`config.mk`:
```
export PLATFORM = sky130hd
export DESIGN_NAME = source_tokenizer
export DESIGN_NICKNAME = d
export VERILOG_FILES = /design/src/hw/rtl/st_pkg.sv /design/src/hw/rtl/source_tokenizer.sv
export SDC_FILE = /design/constraint.sdc
export NUM_CORES = 1
export LEC_CHECK = 0
export BUFFER_PORTS_ARGS = -buffer_cell sky130_fd_sc_hd__buf_2
export CORE_MARGIN = 3
export CORE_UTILIZATION = 50
export DETAILED_ROUTE_END_ITERATION = 10
export PLACE_DENSITY = 0.67
export SETUP_SLACK_MARGIN = 0.15
export SLEW_MARGIN = 20
export SYNTH_ARGS = -nofsm -noshare
export SYNTH_HDL_FRONTEND = slang
export SYNTH_SLANG_ARGS = --single-unit
```
`constraint.sdc`:
```
create_clock -name clk -period 5.5 [get_ports clk]
set_input_delay 1.1 -clock clk [delete_from_list [all_inputs] [get_ports clk]]
set_output_delay 1.1 -clock clk [all_outputs]
set_load 0.02 [all_outputs]
```
`src/hw/rtl/st_pkg.sv`:
```
package st_pkg;

  localparam int LEN_W = 8;
  localparam int KW_N = 8;
  localparam int FIFO_DEPTH = 4;
  localparam int PTR_W = 2;
  localparam int CNT_W = 3;

  localparam logic [2:0] KIND_INT     = 3'd0;
  localparam logic [2:0] KIND_FLOAT   = 3'd1;
  localparam logic [2:0] KIND_KEYWORD = 3'd2;
  localparam logic [2:0] KIND_IDENT   = 3'd3;
  localparam logic [2:0] KIND_OPER    = 3'd4;
  localparam logic [2:0] KIND_PUNCT   = 3'd5;
  localparam logic [2:0] KIND_INVALID = 3'd6;
  localparam logic [2:0] KIND_END     = 3'd7;

  localparam logic OP_BYTE = 1'b0;
  localparam logic OP_END  = 1'b1;

  localparam logic [7:0] KW_TEXT [0:KW_N-1][0:7] = '{
    '{"i", "n", "t", 8'h00, 8'h00, 8'h00, 8'h00, 8'h00},
    '{"f", "l", "o", "a", "t", 8'h00, 8'h00, 8'h00},
    '{"s", "t", "r", 8'h00, 8'h00, 8'h00, 8'h00, 8'h00},
    '{"S", "t", "r", "i", "n", "g", 8'h00, 8'h00},
    '{"b", "o", "o", "l", 8'h00, 8'h00, 8'h00, 8'h00},
    '{"F", "i", "l", "e", 8'h00, 8'h00, 8'h00, 8'h00},
    '{"s", "t", "a", "t", "i", "c", 8'h00, 8'h00},
    '{"m", "u", "t", 8'h00, 8'h00, 8'h00, 8'h00, 8'h00}
  };

  localparam logic [2:0] KW_LEN [0:KW_N-1] = '{
    3'd3, 3'd5, 3'd3, 3'd6, 3'd4, 3'd4, 3'd6, 3'd3
  };

  typedef enum logic [3:0] {
    MODE_IDLE  = 4'b0001,
    MODE_NUM   = 4'b0010,
    MODE_IDENT = 4'b0100,
    MODE_SYM   = 4'b1000
  } mode_t;

  typedef struct packed {
    logic       operation;
    logic [7:0] data_byte;
  } in_item_t;

  typedef struct packed {
    logic [2:0] token_kind;
    logic [6:0] token_length;
    logic [7:0] first_byte;
    logic       length_overflow;
    logic       last;
  } out_item_t;

endpackage

```
`src/hw/rtl/source_tokenizer.sv`:
```
// Streaming source tokenizer.
// Input channel (in_valid/in_ready/in_data): one source byte or an end
// marker per transfer. Output channel (out_valid/out_ready/out_data): one
// token per transfer with kind, length, first byte, overflow flag, and last
// set on the final token caused by an input transfer.
// Each input transfer is classified in the cycle it is accepted; the zero,
// one or two tokens it finishes are written into a four-entry result queue
// and reach out_data when they come to the head of that queue.
// One input transfer is taken every cycle while the queue has two free
// entries; sustained rate is one byte per cycle as long as tokens leave at
// one per cycle. An input that finishes two tokens (a pending token and a
// one-byte symbol or invalid byte, or a pending token and end) occupies two queue entries.
// When the receiver stalls, the queue fills and in_ready drops until
// entries are taken; nothing is lost or repeated.
// Reset empties the queue and returns the scanner to idle with no pending
// token.
module source_tokenizer #(
  parameter int MAX_TOKEN_LEN = 64
) (
  input  logic              clk,
  input  logic              rst,
  input  logic              in_valid,
  output logic              in_ready,
  input  st_pkg::in_item_t  in_data,
  output logic              out_valid,
  input  logic              out_ready,
  output st_pkg::out_item_t out_data
);

  import st_pkg::*;

  localparam logic [LEN_W-1:0] MAX_LEN = LEN_W'(MAX_TOKEN_LEN);

  mode_t            mode, mode_next;
  logic [7:0]       first, first_next;
  logic [LEN_W-1:0] len, len_next;
  logic             point, point_next;
  logic [KW_N-1:0]  hits, hits_next;
  logic             too_long, too_long_next;

  out_item_t        fifo [FIFO_DEPTH];
  logic [PTR_W-1:0] rd_ptr, wr_ptr;
  logic [CNT_W-1:0] fill;

  logic [7:0]       c;
  logic             c_digit, c_alpha, c_word, c_space, c_sym_pend, c_oper1, c_punct1;
  logic [LEN_W-1:0] ext_len;
  logic             ext_long;
  logic [KW_N-1:0]  hits_upd, hits_init;
  logic             is_kw;
  logic             pair_oper, pair_punct;
  logic             restart;
  logic             accept, pop;

  mode_t            st_mode;
  logic             st_vld;
  out_item_t        st_res, flush_res, a_res, b_res, slot0, slot1;
  logic             a_vld, b_vld;
  logic [1:0]       n_res;

  assign c = in_data.data_byte;
  assign c_digit = (c >= "0") && (c <= "9");
  assign c_alpha = ((c >= "a") && (c <= "z")) || ((c >= "A") && (c <= "Z"));
  assign c_word = c_alpha || c_digit || (c == "_");
  assign c_space = (c == " ") || ((c >= 8'd9) && (c <= 8'd13));
  assign c_sym_pend = (c == "+") || (c == "-") || (c == "*") || (c == "/") || (c == "=")
                   || (c == ">") || (c == "!") || (c == "&") || (c == "|") || (c == "^")
                   || (c == "]") || (c == "<");
  assign c_oper1 = (c == "~") || (c == "%");
  assign c_punct1 = (c == ",") || (c == ".") || (c == ":") || (c == "(") || (c == ")")
                 || (c == "[") || (c == "{") || (c == "}");

  assign ext_len = (len >= MAX_LEN) ? len : len + 1'b1;
  assign ext_long = too_long || (len >= MAX_LEN);

  always_comb begin
    is_kw = 1'b0;
    for (int i = 0; i < KW_N; i++) begin
      hits_upd[i] = hits[i] && (len < LEN_W'(KW_LEN[i])) && (KW_TEXT[i][len[2:0]] == c);
      hits_init[i] = (KW_TEXT[i][0] == c);
      if (hits[i] && (LEN_W'(KW_LEN[i]) == len)) begin
        is_kw = 1'b1;
      end
    end
  end

  assign pair_oper = (((first == "+") || (first == "-") || (first == "*") || (first == "/")
                    || (first == "=") || (first == ">") || (first == "!") || (first == "<"))
                    && (c == "="))
                  || (((first == "&") || (first == "|") || (first == "^")) && (c == first));
  assign pair_punct = ((first == "<") && (c == "[")) || ((first == "]") && (c == ">"));

  always_comb begin
    flush_res = '0;
    flush_res.first_byte = first;
    flush_res.token_length = len[6:0];
    flush_res.length_overflow = too_long;
    unique case (mode)
      MODE_NUM: begin
        flush_res.token_kind = point ? KIND_FLOAT : KIND_INT;
      end
      MODE_IDENT: begin
        flush_res.token_kind = (is_kw && !too_long) ? KIND_KEYWORD : KIND_IDENT;
      end
      MODE_SYM: begin
        flush_res.token_length = 7'd1;
        flush_res.length_overflow = 1'b0;
        if (first == "]") begin
          flush_res.token_kind = KIND_PUNCT;
        end else if ((first == "&") || (first == "|")) begin
          flush_res.token_kind = KIND_INVALID;
        end else begin
          flush_res.token_kind = KIND_OPER;
        end
      end
      default: begin
        flush_res.token_kind = KIND_END;
      end
    endcase
  end

  always_comb begin
    st_vld = 1'b0;
    st_mode = MODE_IDLE;
    st_res = '0;
    st_res.token_length = 7'd1;
    st_res.first_byte = c;
    priority if (c_space) begin
      st_mode = MODE_IDLE;
    end else if (c_digit) begin
      st_mode = MODE_NUM;
    end else if (c_alpha || (c == "_")) begin
      st_mode = MODE_IDENT;
    end else if (c_sym_pend) begin
      st_mode = MODE_SYM;
    end else if (c_oper1) begin
      st_vld = 1'b1;
      st_res.token_kind = KIND_OPER;
    end else if (c_punct1) begin
      st_vld = 1'b1;
      st_res.token_kind = KIND_PUNCT;
    end else begin
      st_vld = 1'b1;
      st_res.token_kind = KIND_INVALID;
    end
  end

  always_comb begin
    mode_next = mode;
    first_next = first;
    len_next = len;
    point_next = point;
    hits_next = hits;
    too_long_next = too_long;
    a_vld = 1'b0;
    a_res = flush_res;
    b_vld = 1'b0;
    b_res = '0;
    restart = 1'b0;
    if (in_data.operation == OP_END) begin
      a_vld = (mode != MODE_IDLE);
      b_vld = 1'b1;
      b_res.token_kind = KIND_END;
      mode_next = MODE_IDLE;
    end else begin
      unique case (mode)
        MODE_NUM: begin
          if (c_digit) begin
            len_next = ext_len;
            too_long_next = ext_long;
          end else if ((c == ".") && !point) begin
            point_next = 1'b1;
            len_next = ext_len;
            too_long_next = ext_long;
          end else if (c == ".") begin
            len_next = ext_len;
            too_long_next = ext_long;
            a_vld = 1'b1;
            a_res.token_kind = KIND_INVALID;
            a_res.token_length = ext_len[6:0];
            a_res.length_overflow = ext_long;
            mode_next = MODE_IDLE;
          end else begin
            restart = 1'b1;
          end
        end
        MODE_IDENT: begin
          if (c_word) begin
            hits_next = hits_upd;
            len_next = ext_len;
            too_long_next = ext_long;
          end else begin
            restart = 1'b1;
          end
        end
        MODE_SYM: begin
          if (pair_oper || pair_punct) begin
            a_vld = 1'b1;
            a_res.token_kind = pair_oper ? KIND_OPER : KIND_PUNCT;
            a_res.token_length = 7'd2;
            a_res.length_overflow = 1'b0;
            mode_next = MODE_IDLE;
          end else begin
            restart = 1'b1;
          end
        end
        default: begin
          restart = 1'b1;
        end
      endcase
    end
    if (restart) begin
      a_vld = (mode != MODE_IDLE);
      mode_next = st_mode;
      b_vld = st_vld;
      b_res = st_res;
      if (!c_space) begin
        first_next = c;
        len_next = LEN_W'(1);
        too_long_next = 1'b0;
        point_next = 1'b0;
        hits_next = (c_alpha || (c == "_")) ? hits_init : '0;
      end
    end
  end

  always_comb begin
    slot0 = a_vld ? a_res : b_res;
    slot0.last = !(a_vld && b_vld);
    slot1 = b_res;
    slot1.last = 1'b1;
    n_res = {1'b0, a_vld} + {1'b0, b_vld};
  end

  assign in_ready = (fill <= CNT_W'(FIFO_DEPTH - 2));
  assign accept = in_valid && in_ready;
  assign out_valid = (fill != '0);
  assign out_data = fifo[rd_ptr];
  assign pop = out_valid && out_ready;

  always_ff @(posedge clk) begin
    if (rst) begin
      mode <= MODE_IDLE;
      first <= '0;
      len <= '0;
      point <= 1'b0;
      hits <= '0;
      too_long <= 1'b0;
    end else if (accept) begin
      mode <= mode_next;
      first <= first_next;
      len <= len_next;
      point <= point_next;
      hits <= hits_next;
      too_long <= too_long_next;
    end
  end

  always_ff @(posedge clk) begin
    if (accept && (n_res != 2'd0)) begin
      fifo[wr_ptr] <= slot0;
    end
    if (accept && (n_res == 2'd2)) begin
      fifo[wr_ptr + 1'b1] <= slot1;
    end
  end

  always_ff @(posedge clk) begin
    if (rst) begin
      rd_ptr <= '0;
      wr_ptr <= '0;
      fill <= '0;
    end else begin
      if (accept) begin
        wr_ptr <= wr_ptr + PTR_W'(n_res);
      end
      if (pop) begin
        rd_ptr <= rd_ptr + 1'b1;
      end
      fill <= fill + (accept ? CNT_W'(n_res) : '0) - CNT_W'(pop);
    end
  end

  a_fill_bound: assert property (@(posedge clk) disable iff (rst)
    fill <= CNT_W'(FIFO_DEPTH))
    else $error("result queue overrun");

  a_end_idle: assert property (@(posedge clk) disable iff (rst)
    accept && (in_data.operation == OP_END) |=> (mode == MODE_IDLE) && out_valid)
    else $error("end of input left a pending token or no result");

  a_end_token: assert property (@(posedge clk) disable iff (rst)
    out_valid && (out_data.token_kind == KIND_END)
      |-> out_data.last && (out_data.token_length == 7'd0) && !out_data.length_overflow)
    else $error("malformed end token");

endmodule

```
; Yosys cells after proc, flatten, opt, wreduce, memory -nomap -nowiden
; Memory sizes are Yosys's and may differ from the RTL's. A register that Yosys moved wholly into a read port is not among the register bits.
; Cells that the tools add are included.
[classes]
n_addsub = 7
n_lt_le_gt_ge = 15
eq_ne = 65
n_mux = 120
n_bitwise = 2
reduce_logical = 84
[ops]
columns = op, count
row1 = 2-to-1 mux 8 bit, 30
row2 = "== test 8 x 6 -> 1 bit, second input constant", 25
row3 = "== test 8 x 7 -> 1 bit, second input constant", 11
row4 = == test 8 bit, 9
row5 = "== test 7 x 8 -> 1 bit, first input constant", 7
row6 = 2-to-1 mux 1 bit, 52
row7 = 2-to-1 mux 10 bit, 5
row8 = 2-to-1 mux 20 bit, 2
row9 = 2-to-1 mux 4 bit, 10
row10 = logical AND 1 bit, 39
row11 = logical OR 1 bit, 37
row12 = "== test 3 x 8 -> 1 bit, first input constant", 3
row13 = "greater-or-equal comparator 8 x 7 -> 1 bit, second input constant", 3
row14 = "less-than comparator 8 x 3 -> 1 bit, second input constant", 3
row15 = one-hot mux 10 bit (2 select lines), 1
row16 = 2-to-1 mux 3 bit, 6
row17 = "<= comparator 8 x 7 -> 1 bit, second input constant", 2
row18 = "inequality test 4 bit, second input constant", 4
row19 = one-hot mux 8 bit (2 select lines), 1
row20 = 2-to-1 mux 2 bit, 6
row21 = one-hot mux 3 bit (3 select lines), 1
row22 = "adder 8 x 1 -> 8 bit, second input constant", 1
row23 = "== test 2 x 8 -> 1 bit, first input constant", 1
row24 = "greater-or-equal comparator 8 x 4 -> 1 bit, second input constant", 1
row25 = other kinds (28), 33
[word_totals]
ff_bits = 37
ramBits = 80
romBits = 512
out_inout_bits = 22
mem_count = 9
[mem_list]
columns = name, words, width, read_ports, rd_clocked_by_memory_dff, wr, line
row1 = fifo, 4, 20, 1, 1, 2, source_tokenizer.sv:41  ; out_item_t fifo [FIFO_DEPTH];
row2 = (name not given), 8, 8, 1, 0, 0, source_tokenizer.sv:79  ; hits_upd[i] = hits[i] && (len < LEN_W'(KW_LEN[i])) && (KW_TEXT[i][len[2:0]] == c);
row3 = (name not given), 8, 8, 1, 0, 0, source_tokenizer.sv:79
row4 = (name not given), 8, 8, 1, 0, 0, source_tokenizer.sv:79
row5 = (name not given), 8, 8, 1, 0, 0, source_tokenizer.sv:79
row6 = (name not given), 8, 8, 1, 0, 0, source_tokenizer.sv:79
row7 = +3 memories, --, --, --, --, --, --

; Depth between registers and ports, before layout
[depth]
ltp_word = 22
depth_mapped = 20

; Worst setup path after synthesis
; No wires, ideal clock.
[synth_path]
kind = input to register
from = input in_data[0] in the netlist's numbering
to = memory fifo[2][10] in the netlist's numbering (enable)
t_arrival_ps = 4124
setup_slack_ps = 1026
stages = 13
path_buffers = 4
path_cell_list = buf_2 or2_2 o41ai_1 nor2_1 nor3b_1 a21o_1 buf_4 inv_1 ha_1 or3_1 clkbuf_1 clkbuf_1 nand2_1
[synth_lines]
columns = item, line
row1 = start: declaration, source_tokenizer.sv:24  ; input st_pkg::in_item_t in_data,
row2 = end: declaration, source_tokenizer.sv:41

; Worst setup path after layout
[layout_path]
from = input in_data[2] in the netlist's numbering
to = register fill[2]
[layout_via]
elab_chain_len = 21
[layout_rtl]
columns = item, line
row1 = == test 8 x 6 -> 1 bit, source_tokenizer.sv:66  ; assign c_sym_pend = (c == "+") || (c == "-") || (c == "*") || (c == "/") || (c == "=")
row2 = logical OR 1 bit (4 in a row), source_tokenizer.sv:66
row3 = logical OR 1 bit (5 in a row), source_tokenizer.sv:67  ; || (c == ">") || (c == "!") || (c == "&") || (c == "|") || (c == "^")
row4 = logical OR 1 bit (2 in a row), source_tokenizer.sv:68  ; || (c == "]") || (c == "<");
row5 = 2-to-1 mux 1 bit, source_tokenizer.sv:134  ; end else if (c_sym_pend) begin
row6 = 2-to-1 mux 1 bit, source_tokenizer.sv:132  ; end else if (c_alpha || (c == "_")) begin
row7 = 2-to-1 mux 1 bit, source_tokenizer.sv:130  ; end else if (c_digit) begin
row8 = 2-to-1 mux 1 bit, source_tokenizer.sv:128  ; priority if (c_space) begin
row9 = 2-to-1 mux 1 bit, source_tokenizer.sv:212  ; if (restart) begin
row10 = adder 1 x 1 -> 2 bit (*), source_tokenizer.sv:232  ; n_res = {1'b0, a_vld} + {1'b0, b_vld};
row11 = 2-to-1 mux 2 bit (*), source_tokenizer.sv:280  ; fill <= fill + (accept ? CNT_W'(n_res) : '0) - CNT_W'(pop);
row12 = adder 3 x 2 -> 3 bit (*), source_tokenizer.sv:280
row13 = subtractor 3 x 1 -> 3 bit (*), source_tokenizer.sv:280
row14 = end signal: assignment, source_tokenizer.sv:280
row15 = end: declaration, source_tokenizer.sv:43  ; logic [CNT_W-1:0] fill;
; Mark *: on every way between the ends. The rest lies on a longest branch, timed or not.
; A chain may end at the register's enable or synchronous reset.

==> results by group <==
Power
  – Lkg Pwr: 0.00280 uW
  – Net Switching: 975 uW
  – Logic gate share of total power: 25.9%
  – Maximum VDD drop: 0.227 mV
  – Clock network fraction of design power: 37.9%
  – Power per Cell Area: 361 mW/mm2
  – Pint: 2040 uW
  – Sequential share of power: 36.2%
  – Net Sw Frac: 32.3%

Synth
  – XOR/XNOR share of the synthesized area: 3.94%
  – Share of synthesized registers carrying an async set or reset: 0%
  – Post-synth EDFFs: 48
  – Post-synth top flop: dfxtp_1
  – Ys Warns: 0
  – Synth Net Count: 890
  – Seq cells post-synth: 119
  – Post-synthesis sequential area ratio: 37.8%
  – Cell area after synthesis: 0.00756 mm2
  – Adder-Cell Fraction of Synth Area: 2.41%
  – Mean Syn Cell Area: ~8.8 um2
  – Compound-Gate Fraction of Synth Area: 21.5%
  – Cells after Synth: 863
  – Simple-gate share of the synthesized area: 22.6%
  – Library cells used by synthesis: 81
  – Post-synthesis mux area share: 6.48%
  – Largest family of logic cells by synthesized area: simple AND/OR/NAND/NOR gates

Clock tree
  – Root Buffer: clkbuf_16
  – CTS tree: done
  – Clock slew at reported path FFs: 50 ps
  – H-tree Lvls: 4
  – # clock sinks: 119
  – Post-CTS Hold Buffers: 0
  – PostCTS Resize Cnt: 0
  – Clock Latency Late Sink: around 430 ps
  – CTS buffer count: 17
  – Post-CTS setup buffer count: 0
  – Clock buffer depth: 2

Final layout
  – Nets: 880
  – Antenna cells: 0
  – Layout cell share with drive strength beyond 1: a little over an eighth
  – # fillers: 1296
  – Final cell utilization of the core: between 50 and 60%
  – Fin area: roughly 0.0084 mm2
  – Area Growth Syn to Fin: 10.5%

Floorplanning
  – Die area: 0.0166 mm2
  – Die height: 129 um
  – Core Region: about 0.015 mm2
  – Initial Utilization: 51.7%
  – # rows: 44
  – # IOs: 35
  – DIE WIDTH: 129 um

Timing
  – Final Hold Vio Count: 0
  – Setup violations, final: 0
  – Sum of negative setup slack: 0 ps
  – Max_slew headroom: 34.8%
  – Period utilisation layout: slightly above 80%
  – Max-slew violations: 0
  – RSZ-0062 raised after global routing: no
  – Fin worst setup slack: ~970 ps
  – Slew @ Worst Pin: slightly below 1000 ps
  – Clock Skews: 8.62 ps
  – Hold WS: 470 ps
  – Min cycle time layout: roughly 4500 ps
  – Highest Clock Rate: 221 MHz

Routing
  – Total Wirelength: 21700 um
  – DRC violations left: 0
  – Via count: 6915
  – DR iter-0 viols: about 800
  – Vias per inst: 6.59
  – Drt first pass iters: 6
  – Post-DR wirelength/cell: roughly 21 um
  – Post-route ant nets: 0

Global routing
  – Largest net degree at the start of global routing: 42
  – GRT Residual Overflow: 0
  – GRT Overall Usage: 26.8%
  – Vias in the first global route: 6600
  – First-pass GRT wire length: 35100 um
  – Initial antenna violation count: 0

Critical path
  – Crit Path Max Fanout: 35
  – Worst R2R Setup Slack: 1360 ps
  – CP Data Required Time: 5770 ps
  – Critical Path Sink Type: flop
  – R2R Path End: fill[2]$_SDFF_PP0_
  – CP Class: in -> reg
  – Worst r2r path cells: 17
  – WP data arrival: 4800 ps
  – Reg-to-reg startpoint: first[4]$_SDFFE_PP0P_
  – Setup crit start kind: input pin

Place
  – Placement Setup Slack: 591 ps
  – Global placer's final weighted congestion: 0.960
  – Post-DP Area: 0.00774 mm2
  – Post-DP HPWL: 15000 um
  – I/O Buffers: 34

Min path
  – Worst hold path endpoint: fifo[3][16]$_SDFFE_PP0P_
  – Min-delay worst type: reg -> reg
  – Hold Path Cell Cnt: 2
  – Hold Startpoint: fifo[3][16]$_SDFFE_PP0P_

Run status
  – Status: completed

Flow run
  – MaxCap Viol Count: 0
## cell families (layout without fill, tap and decap cells)
family                   count (synthesis)  in the layout
AO/OA/AOI/OAI                          238            238
XOR/XNOR                                34             34
adder cells (fa/ha/maj)                 14             14
buffers and inverters                   93             96
flip-flops                             119            119
multiplexers                            24             24
AND/OR/NAND/NOR                        341            341
## power by group through the flow
stage / logic [uW] / clock network (uW) / registers (uW)
3_5_place_dp: 778 / 0 / 1110
4_1_cts: 781 / 1160 / 1090
5_1_grt: 855 / 1190 / 1100
2_1_floorplan: 610 / 0 / 1060
6_report: 779 / 1140 / 1090
3_3_place_gp: 759 / 0 / 1100
## flip-flops by register name (all words and copies together), names as in the netlist, 2 cells and up, named ones only
register / cells
wr_ptr: 2
fill: 3
len: 8
first: 8
rd_ptr: 2
mode: 4
hits: 8
fifo: 80
## cells in the mapped netlist (4+ instances only)
master | count | share of area (%)
a2111oi_0 | 5 | 0.58
xnor2_1 | 23 | 2.7
ha_1 | 13 | 2.2
mux2i_1 | 4 | 0.53
xor2_1 | 11 | 1.3
or3_1 | 6 | 0.50
mux4_2 | 20 | 6.0
nor2_1 | 65 | 3.2
o22ai_1 | 40 | 3.3
nand4_1 | 16 | 1.3
o2bb2ai_1 | 6 | 0.69
nand3_1 | 16 | 1.1
inv_1 | 16 | 0.79
nor2b_1 | 7 | 0.58
nand3b_1 | 6 | 0.60
and4b_1 | 4 | 0.53
nor3_1 | 22 | 1.5
nand2_1 | 135 | 6.7
a31oi_1 | 7 | 0.58
a22oi_1 | 13 | 1.3
a22o_1 | 6 | 0.69
clkbuf_1 | 44 | 2.2
nand2b_1 | 12 | 0.99
edfxtp_1 | 48 | 19
buf_2 | 23 | 1.5
nor4_1 | 5 | 0.41
a21oi_1 | 31 | 2.1
a32oi_1 | 12 | 1.4
o21ai_0 | 67 | 4.4
nor3b_1 | 6 | 0.60
buf_1 | 7 | 0.35
and3_1 | 6 | 0.50
and2_1 | 10 | 0.83
dfxtp_1 | 71 | 19
nor4b_1 | 6 | 0.69
o32ai_1 | 5 | 0.58
## critical path: stages
cell	delay, ps
buf_2	520
nor3_1	100
a2111oi_0	630
a32o_1	290
nor3_2	60
a22o_2	310
a21o_1	200
inv_1	50
ha_1	230
nand2_1	80
ha_1	230
inv_1	50
ha_1	120
inv_1	50
fa_1	380
xnor2_1	170
xnor2_1	150
nor2_1	60
## final cells by class
cell class                      count  area, um2  share of cell area (%)
Tap cell                          184        230                    2.75
Clock inverter                     10        103                    1.23
Inverter                           16       60.1                   0.718
Timing Repair Buffer               48        275                    3.29
Clock buffer                       22        518                    6.20
Sequential cell                   119       2860                    34.2
Multi-Input combinational cell    651       4310                    51.6
## through the flow
step | instances | power (uW)
after floorplan | 863 | 1680
after global placement | 1018 | 1860
after detailed placement | 1018 | 1890
after CTS | 1050 | 3030
after global routing | 1050 | 3150
final | 1050 | 3010
## cell usage in the layout (no fill, tap or decap), drive strengths merged, types with 20 or more instances in the layout
cell type / Yosys / layout
nand2: 136 / 136
dfxtp: 71 / 71
o21ai: 69 / 69
nor2: 65 / 65
edfxtp: 48 / 48
buf: 33 / 48
o22ai: 40 / 40
a21oi: 35 / 35
nor3: 25 / 25
xnor2: 23 / 23
clkbuf: 44 / 22
mux4: 20 / 20
## worst max path at each step
stage                    start               endpoint  slack [ps]
CTS                 in_data[2]     fill[2]$_SDFF_PP0_        1020
global placement    in_data[3]     fill[2]$_SDFF_PP0_         710
finish              in_data[2]     fill[2]$_SDFF_PP0_         970
detailed placement  in_data[3]     fill[2]$_SDFF_PP0_         590
global route        in_data[2]     fill[2]$_SDFF_PP0_         670
floorplan           in_data[0]  fifo[2][10]$_DFFE_PP_        1030
## per-layer routing
metal / share of wire [%] / wire length, um / global-route usage (%) / up-vias
li1: - / - / - / 3200
met1: 43 / 9340 / 36.1 / 3308
met2: 47 / 10200 / 42.9 / 354
met3: 7.4 / 1600 / 5.11 / 53
met4: 2.9 / 622 / 10.3 / 0
met5: 0 / 0 / 0 / -
No activity file was read; power rests on OpenSTA's default activity.
